<file path="src/hw/rtl/wavetable_unison_oscillator_macros.svh">
// Assertion macros for the wavetable unison oscillator RTL.
// Included by files that carry concurrent checks; clock and reset are i_clk and i_rst_n.
`ifndef WAVETABLE_UNISON_OSCILLATOR_MACROS_SVH
`define WAVETABLE_UNISON_OSCILLATOR_MACROS_SVH
`ifndef ASSERT_OFF
`define WUO_ASSERT(lbl, prop) \
    lbl: assert property (@(posedge i_clk) disable iff (!i_rst_n) (prop)) \
        else $error("wuo: check failed");
`define WUO_ASSERT_NEXT(lbl, ante, cons) \
    lbl: assert property (@(posedge i_clk) disable iff (!i_rst_n) (ante) |=> (cons)) \
        else $error("wuo: check failed");
`else
`define WUO_ASSERT(lbl, prop)
`define WUO_ASSERT_NEXT(lbl, ante, cons)
`endif
`endif

</file>
<file path="src/hw/rtl/wuo_ram.sv">
// Generic simple dual-port RAM: one write port, one read port, registered read.
// No dependencies.
module wuo_ram #(
    parameter int WIDTH = 16,
    parameter int DEPTH = 257
) (
    input  logic                     i_clk,
    input  logic                     i_we,
    input  logic [$clog2(DEPTH)-1:0] i_waddr,
    input  logic [WIDTH-1:0]         i_wdata,
    input  logic [$clog2(DEPTH)-1:0] i_raddr,
    output logic [WIDTH-1:0]         o_rdata
);

    logic [WIDTH-1:0] r_mem [DEPTH];
    logic [WIDTH-1:0] r_rdata;

    always_ff @(posedge i_clk) begin
        if (i_we) begin
            r_mem[i_waddr] <= i_wdata;
        end
        r_rdata <= r_mem[i_raddr];
    end

    assign o_rdata = r_rdata;

endmodule

</file>
<file path="config.mk">
export PLATFORM = sky130hd
export DESIGN_NAME = wuo_ram
export DESIGN_NICKNAME = d
export VERILOG_FILES = /design/src/hw/rtl/wavetable_unison_oscillator_macros.svh /design/src/hw/rtl/wuo_ram.sv
export SDC_FILE = /design/constraint.sdc
export NUM_CORES = 2
export LEC_CHECK = 0
export BUFFER_PORTS_ARGS = -buffer_cell sky130_fd_sc_hd__buf_2
export CORE_MARGIN = 2
export CORE_UTILIZATION = 35
export CTS_BUF_LIST = sky130_fd_sc_hd__clkbuf_4
export CTS_CLUSTER_DIAMETER = 80
export DETAILED_ROUTE_END_ITERATION = 12
export PLACE_DENSITY = 0.5
export SYNTH_ARGS = -nofsm -noshare
export SYNTH_HDL_FRONTEND = slang
export SYNTH_MEMORY_MAX_BITS = 65536
export SYNTH_SLANG_ARGS = --single-unit
</file>
<file path="constraint.sdc">
create_clock -name i_clk -period 7.1 [get_ports i_clk]
set_input_delay 0.355 -clock i_clk [delete_from_list [all_inputs] [get_ports i_clk]]
set_output_delay 0.355 -clock i_clk [all_outputs]
set_load 0.02 [all_outputs]
</file>
# == After elaboration in Yosys (flattened, before gate mapping) ==
# Memory sizes are Yosys's and may differ from the RTL's. A register that Yosys moved wholly into a read port is not among the register bits.
# Cells that the tools add are included.
# word_totals
register_bits,0
memories,1
elab_cells,3
inputBits,36
ram_bits,4112
out_inout_bits,16
# classes
mux,2
# mem_list
memory,words,word_bits,rd,rd_clocked_by_memory_dff,write_ports,line_no,text
r_mem,257,16,1,1,1,wuo_ram.sv:15,logic [WIDTH-1:0] r_mem [DEPTH];
# op_table
operator,count
two-way mux 1 bit,2

# == Logic depth before layout (Yosys ltp) ==
# logic_depth
ltp_word,2
depth_mapped,14
depth_no_buf,8

# == Worst setup path before layout ==
# OpenSTA, ideal clock, no wires.
# synth_timing
path_type,input port to flip-flop
from,input port i_waddr[2]
to,memory r_mem[256][0] (enable)
t_required_ns,6.663
setup_time_ns,0.437
n_path_buf,0
setup_slack_ns,3.862
t_arrival_ns,2.801
cell_stages,3
path_cell_list,nor3b_1 > nand3_1 > nor4b_1
# synth_rtl
item,line_no,text
"start, declared",wuo_ram.sv:9,"input logic [$clog2(DEPTH)-1:0] i_waddr,"
"end, declared",wuo_ram.sv:15,
# No word-level cell before the write port.

==> impl_results.rst <==
.. list-table::
   :header-rows: 1

   * - Metric
     - Value
   * - Status
     - finished, violations left
   * - Violated checks
     - slew limit
   * - Cell Count, Final, Fillers Out
     - 15.2k
   * - Area contributors post-synth
     - edfxtp_1, mux4_2, mux2i_1
   * - Clock period minus worst slack
     - 4.91 ns
   * - Detail-routed via count per cell
     - approximately 5.5
   * - XOR/XNOR Fraction of Synth Area
     - 0
   * - Worst slew slack as a fraction of its limit
     - -0.0682
   * - Required arrival time at the worst endpoint
     - 8.68 ns
   * - Share of the synthesized area in compound gates (AO/OA/AOI/OAI)
     - 0.0268
   * - Reg-to-reg slack, setup
     - 2.92 ns
   * - Critical Path Fanout Max
     - 29
   * - Count of buffers inserted at the top-level ports
     - between 50 and 60
   * - Setup TNS
     - 0 ns
   * - Remaining DRCs
     - 0
   * - Worst IR Drop VDD
     - ~0.17 mV
   * - # H-tree levels
     - 7
   * - CTS buffer count
     - 1,156
   * - Post-Synth Simple-Gate Area
     - 0.0181
   * - Clock insertion delay at the later pin of the skew report
     - 1.71 ns
   * - Synth-to-Final Area Change
     - 15.5%
   * - Clock sink total
     - 4,128
   * - CTS tree
     - built
   * - Most frequent cells in the layout
     - edfxtp_1, clkbuf_4, mux4_2, mux2i_1, buf_4
   * - Cell at the root of the clock tree
     - clkbuf_4
   * - Type of origin of the critical path
     - input port
   * - Final hold violations
     - 0
   * - Mean instance size in the synthesized netlist
     - between 20 and 25 um2
   * - Fill cells
     - 40.3k
   * - Mapped Nets
     - 7,280
   * - Post-synthesis sequential area ratio
     - 0.780
   * - First-pass GRT wire length
     - around 700,000 um
   * - Combined flip-flop and latch cell area
     - 0.124 mm2
   * - Worst Setup End Kind
     - register
   * - Share of cell area taken by muxes after synthesis
     - 0.160
   * - Half-perimeter wire length of the detailed placement result
     - 281,000 um
   * - WL final
     - roughly 490,000 um
   * - Hold Crit Class
     - input port to register
   * - Worst setup skew after layout
     - between 0.1 and 0.15 ns
   * - Top FF cell, synth
     - edfxtp_1
   * - Highest clock frequency the design can meet
     - 0.204 GHz
   * - Post-synthesis instance total
     - slightly above 7k
   * - Number of storage elements in the synthesis netlist
     - 4,128
   * - Post-synthesis adder-cell area fraction
     - 0
   * - Min Hold Slack
     - 0.230 ns
   * - Area of the die
     - 0.459 mm2
   * - Number of synthesized flops with an enable pin
     - about 4k
   * - Share of Yosys cell area claimed by the top area cell type
     - 0.778
   * - Critical path type
     - input port to register
   * - Setup repair after global routing missed its margin
     - false
   * - Combinational family with the most area after synthesis
     - multiplexers
   * - Height of the die
     - 677 um
   * - Final standard cell utilization of the core
     - 0.405
   * - Area after detailed placement
     - 0.168 mm2
   * - Most common library cell in the layout ignoring fill and taps
     - edfxtp_1
   * - Most area-hungry cell type in the Yosys netlist
     - edfxtp_1
   * - Buffer levels on the longest clock path
     - 5
   * - PwrDens
     - 276 mW/mm2
   * - Number of nets at the end of the flow
     - approximately 8.6k
   * - Starting density of the core
     - 0.351
   * - Die W
     - 677 um
   * - Reg clk slew, reported paths
     - 0.07 ns
   * - Total count of max-transition violations in the final report
     - 56
   * - RePlAce Congestion
     - between 0.8 and 0.9
   * - Aggregate global routing overflow
     - 0
   * - Share of layout cells above drive strength 1
     - 0.360
   * - Post-route cell area
     - 0.183 mm2
   * - Tcrit/Tclk final
     - 0.691
   * - Initial antenna violation count
     - 53
   * - Ys async rst share
     - 0
   * - Routed wire length per instance
     - roughly 32 um
   * - Post-detailed-route count of antenna-violating nets
     - 0
   * - Area of the placeable core
     - 0.452 mm2
   * - Post-cts gate resize count
     - 0
   * - Placement row count
     - 247
   * - Pin count of the biggest net entering global routing
     - around 190
   * - Multi-input gate area
     - 0.0330 mm2
   * - Setup violation total in the final timing report
     - 0
   * - Worst path arrival time
     - 6.48 ns
   * - DR iter-0 viols
     - 10.3k
   * - Synthesis Warnings
     - 0
   * - Number of distinct library cells after synthesis
     - 57
   * - Netlist Area Pre-Place
     - about 0.16 mm2
   * - First-pass iteration count of the detailed router
     - 8
   * - Tightest Pin Transition
     - 1.60 ns
   * - Vias in the first global route
     - 85.6k
   * - Count of max-cap constraint violations
     - 0
   * - Standby leakage power
     - slightly below 60 nW
   * - Post-placement cell count
     - 13.2k
   * - Total number of vias
     - 83.7k
   * - Combined global-route utilization of all metal layers
     - 0.213
   * - Total I/O pin count
     - 52
## registers in the layout (all words and copies together), names as in the netlist
| signal | count |
|---|---|
| r_mem | 4112 |
| o_rdata | 16 |
## final timing paths
| check | startpoint | cells past startpoint | endpoint |
|---|---|---|---|
| max | i_raddr[2] | 13 | o_rdata[7] |
| min | i_waddr[5] | 5 | r_mem[112][11] |
| max reg2reg | r_mem[63][7] | 10 | o_rdata[7] |
| min reg2reg | r_mem[256][3] | 2 | o_rdata[3] |
## cell usage after synthesis (4+ instances only)
| master | count |
|---|---|
| o221ai_1 | 72 |
| o21a_1 | 4 |
| a32oi_1 | 11 |
| buf_6 | 63 |
| and2_1 | 8 |
| nor2_1 | 321 |
| buf_2 | 82 |
| nand2b_1 | 10 |
| nand3_1 | 68 |
| a31oi_1 | 34 |
| and3_1 | 8 |
| a21oi_1 | 92 |
| o211ai_1 | 53 |
| nor2b_1 | 12 |
| a22oi_1 | 93 |
| a211oi_1 | 5 |
| mux2_2 | 8 |
| o22a_1 | 4 |
| or2_2 | 4 |
| nor4_1 | 9 |
| buf_4 | 58 |
| edfxtp_1 | 4112 |
| nand2_1 | 200 |
| a2bb2oi_1 | 6 |
| o21ai_1 | 4 |
| a41oi_1 | 5 |
| clkbuf_1 | 175 |
| a221oi_1 | 34 |
| buf_1 | 35 |
| buf_8 | 6 |
| dfxtp_1 | 16 |
| nand4_1 | 13 |
| mux4_2 | 922 |
| mux2i_1 | 447 |
| a32o_1 | 6 |
| o31ai_1 | 6 |
| nor3_1 | 21 |
| o21ai_0 | 115 |
| o22ai_1 | 75 |
## layer usage
metal | GRT usage | wire length, um | vias to the layer above
li1 | - | - | 33864
met5 | 0 | 13 | -
met2 | 0.337 | 236000 | 4091
met4 | 0.0765 | 13500 | 2
met1 | 0.293 | 206000 | 45012
met3 | 0.0455 | 37600 | 752
## worst max-delay path, stage by stage
cell and delay [ns]:
dlygate4sd3_1 0.55, clkbuf_8 0.41, inv_6 0.42, nor2_4 1.15, buf_4 0.38, a32o_1 0.20
nor4_1 0.09, a31oi_1 0.53, o221ai_1 0.54, a22oi_1 0.36, dlygate4sd3_1 0.62, o21ai_1 0.07
dlygate4sd3_1 0.59
## timing repair
action	in CTS	in global routing
hold buffers	94	0
buffers inserted	0	0
endpoints found under the hold margin	7742	0
## metrics by stage
stage               power, mW  setup slack [ns]
floorplan                28.7              3.86
global placement         30.0              2.11
detailed placement       30.0              2.21
CTS                      51.1              2.49
global route             52.4              2.51
finish                   50.5              2.19
## final cells by class
class | count | area share
Sequential cell | 4128 | 0.675
Multi-Input combinational cell | 2691 | 0.180
Clock buffer | 1665 | 0.0682
Tap cell | 5976 | 0.0408
Timing Repair Buffer | 536 | 0.0277
Clock inverter | 192 | 0.00694
Antenna cell | 31 | 0.000423
Inverter | 5 | 0.000171
## report_power, final
| part | total (mW) | internal (mW) | switching, mW |
|---|---|---|---|
| logic | 2.71 | 0.866 | 1.84 |
| registers | 26.9 | 26.8 | 0.0261 |
| clock network | 20.9 | 11.4 | 9.58 |
## logic make-up (layout without fill, tap and decap cells)
group / count (synthesis) / count (layout)
mux: 1377 / 1377
buf+inv: 425 / 2398
other cells: 0 / 31
compound gates: 630 / 630
flops: 4128 / 4128
simple gates: 684 / 684
Note: power is estimated with default switching activity, not from simulation.
